File: config.mk
export PLATFORM = sky130hd
export DESIGN_NAME = expression_char_tokenizer
export DESIGN_NICKNAME = d
export VERILOG_FILES = /design/src/hw/rtl/ect_pkg.sv /design/src/hw/rtl/expression_char_tokenizer.sv /design/src/hw/rtl/ect_front.sv /design/src/hw/rtl/ect_queue.sv /design/src/hw/rtl/ect_back.sv
export SDC_FILE = /design/constraint.sdc
export NUM_CORES = 2
export LEC_CHECK = 0
export CAP_MARGIN = 20
export CORE_ASPECT_RATIO = 1.25
export CORE_MARGIN = 2
export CORE_UTILIZATION = 50
export DETAILED_ROUTE_END_ITERATION = 10
export DONT_BUFFER_PORTS = 1
export PLACE_DENSITY = 0.65
export SYNTH_ARGS = -nofsm -noshare
export SYNTH_HDL_FRONTEND = slang
export SYNTH_HIERARCHICAL = 1
export SYNTH_SLANG_ARGS = --single-unit
File: constraint.sdc
create_clock -name clk -period 17.15 [get_ports clk]
set_clock_uncertainty 0.05 [all_clocks]
set_input_delay 0.8575 -clock clk [delete_from_list [all_inputs] [get_ports clk]]
set_output_delay 0.8575 -clock clk [all_outputs]
set_load 0.02 [all_outputs]
File: src/hw/rtl/ect_pkg.sv
// ----------------------------------------------------------------------------
// ect_pkg
// Shared types, token kinds, error codes and character classes for the
// expression character tokenizer.
// ----------------------------------------------------------------------------
package ect_pkg;

  localparam int POS_WIDTH_DEF = 16;
  localparam int Q_DEPTH       = 2;
  localparam int Q_AW          = $clog2(Q_DEPTH);

  localparam logic [3:0] K_IDENT  = 4'd0;
  localparam logic [3:0] K_OP     = 4'd1;
  localparam logic [3:0] K_INT    = 4'd2;
  localparam logic [3:0] K_REAL   = 4'd3;
  localparam logic [3:0] K_STR    = 4'd4;
  localparam logic [3:0] K_CHAR   = 4'd5;
  localparam logic [3:0] K_LPAREN = 4'd6;
  localparam logic [3:0] K_RPAREN = 4'd7;
  localparam logic [3:0] K_LBRACK = 4'd8;
  localparam logic [3:0] K_RBRACK = 4'd9;
  localparam logic [3:0] K_COMMA  = 4'd10;
  localparam logic [3:0] K_END    = 4'd11;

  localparam logic [2:0] E_NONE     = 3'd0;
  localparam logic [2:0] E_BAD_CHAR = 3'd1;
  localparam logic [2:0] E_UNTERM   = 3'd2;
  localparam logic [2:0] E_BAD_OP   = 3'd3;
  localparam logic [2:0] E_OVERFLOW = 3'd4;

  localparam logic [7:0] C_QUOTE  = 8'h27;
  localparam logic [7:0] C_DQUOTE = 8'h22;
  localparam logic [7:0] C_MINUS  = 8'h2d;
  localparam logic [7:0] C_DOT    = 8'h2e;
  localparam logic [7:0] C_USCORE = 8'h5f;
  localparam logic [7:0] C_DOLLAR = 8'h24;

  // floor(2^63 / 10); one less applies when the new digit is nine
  localparam logic [63:0] ACC_LIMIT = 64'd922337203685477580;

  typedef enum logic [3:0] {
    M_IDLE, M_IDENT, M_OPER, M_MINUS, M_INTD, M_REALD, M_STR, M_CHQ1, M_CHQ2
  } mode_t;

  typedef struct packed {
    logic [3:0]  kind;
    logic [15:0] start_pos;
    logic [15:0] token_len;
    logic [63:0] int_value;
    logic [7:0]  char_value;
    logic [2:0]  error_code;
    logic        stream_done;
  } tok_t;

  typedef struct packed {
    tok_t [2:0] r;
    logic [1:0] n;
  } grp_t;

  function automatic grp_t push(grp_t g, tok_t t);
    grp_t o;
    o = g;
    if (o.n != 2'd3) begin
      o.r[o.n] = t;
      o.n = o.n + 2'd1;
    end
    return o;
  endfunction

  function automatic logic is_digit(logic [7:0] c);
    return (c >= 8'h30) && (c <= 8'h39);
  endfunction

  function automatic logic is_alpha(logic [7:0] c);
    return ((c >= 8'h61) && (c <= 8'h7a)) || ((c >= 8'h41) && (c <= 8'h5a));
  endfunction

  function automatic logic is_space(logic [7:0] c);
    return (c == 8'h20) || ((c >= 8'h09) && (c <= 8'h0d));
  endfunction

  function automatic logic ident_char(logic [7:0] c);
    return is_alpha(c) || is_digit(c) || (c == C_QUOTE) || (c == C_DOT) ||
           (c == C_USCORE);
  endfunction

  function automatic logic op_char(logic [7:0] c);
    return (c == 8'h2b) || (c == C_MINUS) || (c == 8'h2a) || (c == 8'h2f) ||
           (c == 8'h25) || (c == 8'h3d) || (c == 8'h3e) || (c == 8'h3c) ||
           (c == 8'h26) || (c == 8'h7c) || (c == 8'h5e) || (c == 8'h7e) ||
           (c == C_DOT) || (c == C_DOLLAR) || (c == 8'h21);
  endfunction

endpackage

File: src/hw/rtl/expression_char_tokenizer.sv
// ----------------------------------------------------------------------------
// expression_char_tokenizer
// Streams expression text one character per transaction and emits tokens.
// ----------------------------------------------------------------------------
// Throughput: one character per cycle while the output is not stalled and each
// character gives at most one token; up to three tokens closed by one character
// are handed out in turn. The queue registers each group; the output reads its head.
// Reset: scanner idle at offset zero, queue empty.
module expression_char_tokenizer #(
  parameter int POS_WIDTH = ect_pkg::POS_WIDTH_DEF
) (
  input  logic        clk,
  input  logic        rst,
  input  logic        in_valid,
  output logic        in_stall,
  input  logic [7:0]  ch,
  input  logic        final_char,
  output logic        out_valid,
  input  logic        out_stall,
  output logic [3:0]  kind,
  output logic [15:0] start_pos,
  output logic [15:0] token_len,
  output logic signed [63:0] int_value,
  output logic [7:0]  char_value,
  output logic [2:0]  error_code,
  output logic        stream_done,
  output logic        last_of_run
);
  import ect_pkg::*;

  logic in_fire, push_en, full, not_empty, pop;
  grp_t push_grp, head;
  tok_t tok;

  assign in_stall = full;
  assign in_fire  = in_valid && !in_stall;

  ect_front #(.POS_WIDTH(POS_WIDTH)) u_front (
    .clk, .rst, .in_fire, .ch, .final_char, .push_en, .push_grp
  );

  ect_queue u_queue (
    .clk, .rst, .push_en, .push_grp, .full, .not_empty, .head, .pop
  );

  ect_back u_back (
    .clk, .rst, .not_empty, .head, .pop, .out_valid, .out_stall, .tok, .last_of_run
  );

  assign kind        = tok.kind;
  assign start_pos   = tok.start_pos;
  assign token_len   = tok.token_len;
  assign int_value   = tok.int_value;
  assign char_value  = tok.char_value;
  assign error_code  = tok.error_code;
  assign stream_done = tok.stream_done;

endmodule

File: src/hw/rtl/ect_front.sv
// ----------------------------------------------------------------------------
// ect_front
// Character scanner: classifies each character, tracks the open token and
// pushes the group of tokens that character completes into the queue.
// ----------------------------------------------------------------------------
module ect_front #(
  parameter int POS_WIDTH = ect_pkg::POS_WIDTH_DEF
) (
  input  logic          clk,
  input  logic          rst,
  input  logic          in_fire,
  input  logic [7:0]    ch,
  input  logic          final_char,
  output logic          push_en,
  output ect_pkg::grp_t push_grp
);
  import ect_pkg::*;

  typedef logic [POS_WIDTH-1:0] pos_t;

  mode_t       mode, mode_next;
  pos_t        tstart, tstart_next;
  pos_t        tlen, tlen_next;
  pos_t        cpos, cpos_next;
  logic [63:0] acc, acc_next;
  logic        neg, neg_next;
  logic        ovf, ovf_next;
  logic [7:0]  held, held_next;
  logic        skip, skip_next;
  logic        do_idle;
  logic [63:0] acc_dig;
  logic [63:0] lim;
  grp_t        g;

  function automatic pos_t sat(pos_t v);
    return (v == '1) ? v : pos_t'(v + 1'b1);
  endfunction

  function automatic tok_t mk(logic [3:0] k, pos_t s, pos_t l, logic [63:0] iv,
                              logic [7:0] cv, logic [2:0] e, logic d);
    tok_t t;
    t.kind        = k;
    t.start_pos   = 16'(s);
    t.token_len   = 16'(l);
    t.int_value   = iv;
    t.char_value  = cv;
    t.error_code  = e;
    t.stream_done = d;
    return t;
  endfunction

  function automatic logic int_bad(logic o, logic n, logic [63:0] a);
    return o || (!n && a[63]);
  endfunction

  function automatic logic [63:0] int_val(logic n, logic [63:0] a);
    return n ? (64'd0 - a) : a;
  endfunction

  always_ff @(posedge clk) begin
    if (rst) begin
      mode   <= M_IDLE;
      tstart <= '0;
      tlen   <= '0;
      cpos   <= '0;
      acc    <= '0;
      neg    <= 1'b0;
      ovf    <= 1'b0;
      held   <= '0;
      skip   <= 1'b0;
    end else begin
      mode   <= mode_next;
      tstart <= tstart_next;
      tlen   <= tlen_next;
      cpos   <= cpos_next;
      acc    <= acc_next;
      neg    <= neg_next;
      ovf    <= ovf_next;
      held   <= held_next;
      skip   <= skip_next;
    end
  end

  always_comb begin
    mode_next   = mode;
    tstart_next = tstart;
    tlen_next   = tlen;
    cpos_next   = cpos;
    acc_next    = acc;
    neg_next    = neg;
    ovf_next    = ovf;
    held_next   = held;
    skip_next   = skip;
    g           = '0;
    do_idle     = 1'b0;
    acc_dig     = {60'd0, ch[3:0]};
    lim         = (ch[3:0] == 4'd9) ? (ACC_LIMIT - 64'd1) : ACC_LIMIT;

    if (in_fire && !skip) begin
      unique case (mode)
        M_IDENT: begin
          if (ident_char(ch)) begin
            tlen_next = sat(tlen);
          end else begin
            g = push(g, mk(K_IDENT, tstart, tlen, '0, '0, E_NONE, 1'b0));
            mode_next = M_IDLE;
            do_idle   = 1'b1;
          end
        end
        M_OPER: begin
          if (op_char(ch)) begin
            tlen_next = sat(tlen);
          end else begin
            g = push(g, mk(K_OP, tstart, tlen, '0, '0, E_NONE, 1'b0));
            mode_next = M_IDLE;
            do_idle   = 1'b1;
          end
        end
        M_MINUS: begin
          if (is_digit(ch)) begin
            mode_next = M_INTD;
            neg_next  = 1'b1;
            ovf_next  = 1'b0;
            acc_next  = acc_dig;
            tlen_next = sat(tlen);
          end else if (op_char(ch)) begin
            mode_next = M_OPER;
            tlen_next = sat(tlen);
          end else begin
            g = push(g, mk(K_OP, tstart, tlen, '0, '0, E_NONE, 1'b0));
            mode_next = M_IDLE;
            do_idle   = 1'b1;
          end
        end
        M_INTD: begin
          if (is_digit(ch)) begin
            if (!ovf) begin
              if (acc > lim) ovf_next = 1'b1;
              else acc_next = (acc << 3) + (acc << 1) + acc_dig;
            end
            tlen_next = sat(tlen);
          end else if (ch == C_DOT) begin
            mode_next = M_REALD;
            tlen_next = sat(tlen);
          end else if (int_bad(ovf, neg, acc)) begin
            g = push(g, mk(K_END, tstart, '0, '0, '0, E_OVERFLOW, 1'b1));
            skip_next = 1'b1;
            mode_next = M_IDLE;
          end else begin
            g = push(g, mk(K_INT, tstart, tlen, int_val(neg, acc), '0, E_NONE, 1'b0));
            mode_next = M_IDLE;
            do_idle   = 1'b1;
          end
        end
        M_REALD: begin
          if (is_digit(ch)) begin
            tlen_next = sat(tlen);
          end else begin
            g = push(g, mk(K_REAL, tstart, tlen, '0, '0, E_NONE, 1'b0));
            mode_next = M_IDLE;
            do_idle   = 1'b1;
          end
        end
        M_STR: begin
          tlen_next = sat(tlen);
          if (ch == C_DQUOTE) begin
            g = push(g, mk(K_STR, tstart, sat(tlen), '0, '0, E_NONE, 1'b0));
            mode_next = M_IDLE;
          end
        end
        M_CHQ1: begin
          held_next = ch;
          mode_next = M_CHQ2;
        end
        M_CHQ2: begin
          if (ch == C_QUOTE) begin
            g = push(g, mk(K_CHAR, tstart, pos_t'(1), '0, held, E_NONE, 1'b0));
          end else begin
            g = push(g, mk(K_END, tstart, '0, '0, '0, E_BAD_CHAR, 1'b1));
            skip_next = 1'b1;
          end
          mode_next = M_IDLE;
        end
        default: begin
          mode_next = M_IDLE;
          do_idle   = 1'b1;
        end
      endcase

      // start a new token from this character
      if (do_idle && !is_space(ch)) begin
        if (ch == 8'h28) begin
          g = push(g, mk(K_LPAREN, cpos, pos_t'(1), '0, '0, E_NONE, 1'b0));
        end else if (ch == 8'h29) begin
          g = push(g, mk(K_RPAREN, cpos, pos_t'(1), '0, '0, E_NONE, 1'b0));
        end else if (ch == 8'h5b) begin
          g = push(g, mk(K_LBRACK, cpos, pos_t'(1), '0, '0, E_NONE, 1'b0));
        end else if (ch == 8'h5d) begin
          g = push(g, mk(K_RBRACK, cpos, pos_t'(1), '0, '0, E_NONE, 1'b0));
        end else if (ch == 8'h2c) begin
          g = push(g, mk(K_COMMA, cpos, pos_t'(1), '0, '0, E_NONE, 1'b0));
        end else if (ch == C_QUOTE || ch == C_DQUOTE || is_digit(ch) ||
                     ch == C_MINUS || ch == C_USCORE || is_alpha(ch) || op_char(ch)) begin
          tstart_next = cpos;
          tlen_next   = pos_t'(1);
          if (ch == C_QUOTE) begin
            mode_next = M_CHQ1;
          end else if (ch == C_DQUOTE) begin
            mode_next = M_STR;
          end else if (is_digit(ch)) begin
            mode_next = M_INTD;
            neg_next  = 1'b0;
            ovf_next  = 1'b0;
            acc_next  = acc_dig;
          end else if (ch == C_MINUS) begin
            mode_next = M_MINUS;
          end else if (is_alpha(ch) || ch == C_USCORE) begin
            mode_next = M_IDENT;
          end else begin
            mode_next = M_OPER;
          end
        end else begin
          g = push(g, mk(K_END, cpos, '0, '0, '0, E_BAD_OP, 1'b1));
          skip_next = 1'b1;
          mode_next = M_IDLE;
        end
      end

      cpos_next = sat(cpos);

      // close the open token, then End unless that raised an error
      if (final_char && !skip_next) begin
        unique case (mode_next)
          M_IDENT:
            g = push(g, mk(K_IDENT, tstart_next, tlen_next, '0, '0, E_NONE, 1'b0));
          M_OPER, M_MINUS:
            g = push(g, mk(K_OP, tstart_next, tlen_next, '0, '0, E_NONE, 1'b0));
          M_REALD:
            g = push(g, mk(K_REAL, tstart_next, tlen_next, '0, '0, E_NONE, 1'b0));
          M_INTD: begin
            if (int_bad(ovf_next, neg_next, acc_next)) begin
              g = push(g, mk(K_END, tstart_next, '0, '0, '0, E_OVERFLOW, 1'b1));
              skip_next = 1'b1;
            end else begin
              g = push(g, mk(K_INT, tstart_next, tlen_next, int_val(neg_next, acc_next),
                             '0, E_NONE, 1'b0));
            end
          end
          M_STR: begin
            g = push(g, mk(K_END, tstart_next, '0, '0, '0, E_UNTERM, 1'b1));
            skip_next = 1'b1;
          end
          M_CHQ1, M_CHQ2: begin
            g = push(g, mk(K_END, tstart_next, '0, '0, '0, E_BAD_CHAR, 1'b1));
            skip_next = 1'b1;
          end
          default: ;
        endcase
        if (!skip_next) begin
          g = push(g, mk(K_END, cpos_next, '0, '0, '0, E_NONE, 1'b1));
        end
      end
    end

    // last character: start a fresh string
    if (in_fire && final_char) begin
      mode_next   = M_IDLE;
      tstart_next = '0;
      tlen_next   = '0;
      cpos_next   = '0;
      acc_next    = '0;
      neg_next    = 1'b0;
      ovf_next    = 1'b0;
      held_next   = '0;
      skip_next   = 1'b0;
    end
  end

  assign push_en  = in_fire && (g.n != 2'd0);
  assign push_grp = g;

endmodule

File: src/hw/rtl/ect_queue.sv
// ----------------------------------------------------------------------------
// ect_queue
// Short queue of token groups between the scanner and the output side.
// ----------------------------------------------------------------------------
module ect_queue (
  input  logic          clk,
  input  logic          rst,
  input  logic          push_en,
  input  ect_pkg::grp_t push_grp,
  output logic          full,
  output logic          not_empty,
  output ect_pkg::grp_t head,
  input  logic          pop
);
  import ect_pkg::*;

  grp_t            mem [Q_DEPTH];
  logic [Q_AW-1:0] wptr, rptr;
  logic [Q_AW:0]   count;
  logic            do_push, do_pop;

  assign full      = (count == (Q_AW+1)'(Q_DEPTH));
  assign not_empty = (count != '0);
  assign do_push   = push_en && !full;
  assign do_pop    = pop && not_empty;
  assign head      = mem[rptr];

  always_ff @(posedge clk) begin
    if (do_push) mem[wptr] <= push_grp;
  end

  always_ff @(posedge clk) begin
    if (rst) begin
      wptr  <= '0;
      rptr  <= '0;
      count <= '0;
    end else begin
      if (do_push) wptr <= wptr + 1'b1;
      if (do_pop)  rptr <= rptr + 1'b1;
      count <= count + (Q_AW+1)'(do_push) - (Q_AW+1)'(do_pop);
    end
  end

endmodule

File: src/hw/rtl/ect_back.sv
// ----------------------------------------------------------------------------
// ect_back
// Output side: hands out the tokens of the head group one per transaction
// and marks the last one of each group.
// ----------------------------------------------------------------------------
module ect_back (
  input  logic          clk,
  input  logic          rst,
  input  logic          not_empty,
  input  ect_pkg::grp_t head,
  output logic          pop,
  output logic          out_valid,
  input  logic          out_stall,
  output ect_pkg::tok_t tok,
  output logic          last_of_run
);
  import ect_pkg::*;

  logic [1:0] sel;
  logic       fire;

  assign out_valid   = not_empty;
  assign fire        = out_valid && !out_stall;
  assign last_of_run = (sel == head.n - 2'd1);
  assign tok         = head.r[sel];
  assign pop         = fire && last_of_run;

  always_ff @(posedge clk) begin
    if (rst) begin
      sel <= '0;
    end else if (fire) begin
      sel <= last_of_run ? 2'd0 : sel + 2'd1;
    end
  end

endmodule

==> results_dict.tcl <==
set metrics [dict create \
    maxSlewViolCount 0 \
    asyncSetResetFlopFracSynth 0 \
    cellInternalPower_mw 4.055 \
    portBuffers 0 \
    timing_worst_setup_path_type "in -> reg" \
    clk_pin_slew_ns 0.06 \
    timing.critical_path.cells "nor3_1, a2bb2oi_1, a211o_1, o31ai_1, nor4_4, inv_1, ha_1, nand2_1, o21ai_0, and2_1, nor2_1, buf_4, a21oi_1, inv_1, or3_1, inv_8, buf_4, buf_4" \
    die_area_um2 102400 \
    worst_slew_margin_rel 0.1712 \
    grt_usage 0.2636 \
    detailed_place.area_um2 49460 \
    clock_insertion_delay_worst_skew_ns 0.65 \
    timing.critical_path.slowest_stage_cell "buf_4" \
    critical_path_peak_fanout 108 \
    drv_cap 0 \
    grt.met1_usage 0.3516 \
    cts_inserted_buffers 80 \
    report.final.setup_viol 0 \
    synthDominantCellAreaShare 0.4068 \
    antenna_diodes 0 \
    synth.most_common_cell "edfxtp_1" \
    detail_route.wirelength_um 137900 \
    detailedRoute.firstPassIterationCount 6 \
    worst_path_dominant_cell_family "buffers and inverters" \
    tritoncts "done" \
    ys_types 120 \
    number_of_buffers_added_to_fix_hold_violations_after_cts 0 \
    cts_repair_resize_count 0 \
    cts_setup_buffers 0 \
    grt_overflow_total 0 \
    fmaxAchievable_mhz 138.9 \
    synth_edf_count 676 \
    drt-vias-per-instance 6.129 \
    root_buffer "clkbuf_16" \
    hpwl_um 96820 \
    post-route-cell-area_um2 52060 \
    clkSinkCount 810 \
    global_route_met3_usage 0.03374 \
    num_vias 35980 \
    core.rowCount 129 \
    ir_worst_vdd_v 0.00009603 \
    power.share.combinational 0.269 \
    count_of_buffer_and_inverter_cells_on_the_critical_path 6 \
    rsz_0062_raised_after_global_routing "no" \
    yosysSeqAreaShare 0.4605 \
    status "completed" \
    seqPwrFrac 0.440 \
    power.switching_mw 1.925 \
    ys_ff_latch 810 \
    p_sw_frac 0.3219 \
    worstHoldPathType "in -> reg" \
    core_area_um2 98940 \
    share_of_the_clock_period_used_by_the_worst_path_after_layout 0.4199 \
    leakage_nw 18.73 \
    tns_ns 0 \
    cts.path.max_buffers 3 \
    ios 128 \
    drt-initial-drc-count 3662 \
    grtUsageMet2 0.4324 \
    path_common_cell "buf_4" \
    fp.dieW_um 286.6 \
    area_growth_pct 4.322 \
    grt-busiest-layer "met2" \
    final.setup.worst_slack_ns 9.949 \
    gpl.final_weighted_congestion 1.018 \
    max_slew.worst_pin.slew_ns 1.228 \
    grt_first_pass_wirelength_um 209100 \
    fin_cells 5871 \
    crit_path_end_kind "register" \
    cpPeakStageDelay_ns 0.73 \
    critical_path_required_ns 17.35 \
    avgSynthCellArea_um2 10.66 \
    drive_gt1_frac 0.1351 \
    finish.net_count 4641 \
    cp_data_arrival_time_ns 7.41 \
    finalWorstPathRequiredPeriod_ns 7.201 \
    synth_area_leaders "edfxtp_1 41%, mux2_4 9.1%, dfxtp_1 5.4%, nand2_1 3.6%, ha_1 3.3%" \
    syn-instance-count 4681 \
    post-synth-top-area-cell "edfxtp_1" \
    wl_cell_um 23.50 \
    yosys_warnings 6 \
    placed_instance_count 5723 \
    number_of_h_tree_levels 3 \
    synth_top_cells_by_count "676 x edfxtp_1, 480 x nand2_1, 420 x nor2_1" \
    share_clk_of_total_power 0.291 \
    antenna_violating_nets_post_route 0 \
    synth_flop_cell "edfxtp_1" \
    post-route-drc-count 0 \
    post_synth_instance_area_um2 49900 \
    die_height_um 357.2 \
    pre_cts_ws_ns 9.369 \
    grt_antenna_before_repair 0 \
    start_util 0.5044 \
    grt_max_degree 157 \
    worst_setup_path_start_kind "input pin" \
    timing.final.hold_violations 0 \
    power.density_cell_area_nw_per_um2 114.9 \
    number_of_global_route_vias_before_repair 34190 \
]
==> worst register-to-register path: stages (launching register included) <==
cell      delay (ns)
dfxtp_1         0.46
nor4b_1         1.01
and3_1          0.41
a221oi_4        0.11
a21boi_1        0.54
nor2_1          0.13
a311oi_1        0.60
nor2_1          0.09
buf_4           0.23
a21oi_1         0.26
inv_1           0.09
or3_1           0.45
inv_8           0.62
buf_4           0.77
buf_4           0.76
==> path summary, 6_finish.rpt <==
| kind | depth (start not counted) | slack (ns) | endpoint | start |
|---|---|---|---|---|
| setup reg to reg | 14 | 10.17 | u_queue/mem[0][249]$_DFFE_PP_ | u_front/mode[0]$_SDFFE_PP0P_ |
| setup / recovery | 18 | 9.95 | u_queue/mem[0][249]$_DFFE_PP_ | ch[0] |
| hold / removal | 1 | 0.21 | u_back/sel[1]$_SDFFE_PP0P_ | rst |
| hold reg to reg | 2 | 0.41 | u_front/held[4]$_SDFFE_PP0P_ | u_front/held[4]$_SDFFE_PP0P_ |
==> routing by layer <==
metal  part of all wire  wire [µm]  vias up
met5                  0          0        -
met4              0.046       6296        0
met1               0.42      57490    17570
met2               0.47      64700     1468
met3              0.069       9464      293
li1                   -          -    16650
==> registers in the layout, indices dropped and copies added (netlist names), named ones only <==
signal,cells
u_queue/mem,676
u_front/acc,64
u_front/cpos,16
u_front/tlen,16
u_front/tstart,16
u_front/held,8
u_front/mode,4
u_back/sel,2
u_queue/count,2
u_front/neg,1
u_front/ovf,1
u_front/skip,1
u_queue/rptr,1
u_queue/wptr,1
==> layout by cell type (no fill, tap or decap), types with 14 or more instances in the layout <==
cell,Yosys,routed
edfxtp_1,676,676
clkbuf_1,210,14
mux2i_1,141,141
clkbuf_16,0,82
mux2_2,39,39
nor2b_1,17,16
or2_2,21,21
o21ai_0,286,286
conb_1,1,169
xor2_1,99,99
o22ai_1,64,64
inv_1,41,40
nand2b_1,32,31
nor2_1,420,418
nand3_1,97,97
ha_1,131,131
nand4_1,43,43
o211ai_1,19,19
o31ai_1,32,32
and3_1,45,44
buf_4,184,49
o21ai_1,33,33
clkinv_1,0,16
xnor2_1,99,99
nand2_1,480,480
a21oi_1,283,282
a21o_1,34,33
dfxtp_1,134,130
mux2_4,302,302
nor3_1,69,68
a22oi_1,82,82
and2_1,28,28
or3_1,40,40
o21a_1,20,20
nor4_1,24,24
a211oi_1,51,51
a31oi_1,38,38
o21bai_1,19,19
==> cell type report <==
class                      instances  area, µm²
clock inverter                    47      427.9
multi-input combinational       3510      24240
tap                             1310       1639
fill                            8714      46880
clock buffer                     101       2173
inverter                          41      161.4
timing repair buffer              52      427.9
sequential                       810      22990
==> per-stage QoR <==
step                hold WS (ns)    util  power [mW]
CTS                       0.1802  0.5262       6.025
global route              0.1945  0.5262       6.217
floorplan                 0.3817       -       4.002
global placement          0.3884  0.4999       4.255
finish                    0.2144  0.5262       5.980
detailed placement        0.3972  0.4999       4.284
==> logic make-up (layout without fill, tap and decap cells) <==
logic type               Yosys count  count (layout)  synth area share
AND/OR/NAND/NOR                 1400            1400            0.1314
AO/OA/AOI/OAI                   1125            1125            0.1435
flip-flops                       810             810            0.4605
buffers and inverters            529             241           0.06732
multiplexers                     484             484            0.1287
XOR/XNOR                         198             198           0.03475
adder cells (fa/ha/maj)          134             134           0.03385
other                              1             169        0.00007514
==> power groups by stage <==
stage          combinational [mW]  clock, mW  sequential, mW
6_report                     1.61       1.74            2.63
5_1_grt                      1.71       1.85            2.66
4_1_cts                      1.61       1.78            2.64
3_5_place_dp                 1.61          0            2.68
3_3_place_gp                 1.60          0            2.66
2_1_floorplan                1.24          0            2.76
Note: power is estimated with default switching activity, not from simulation.
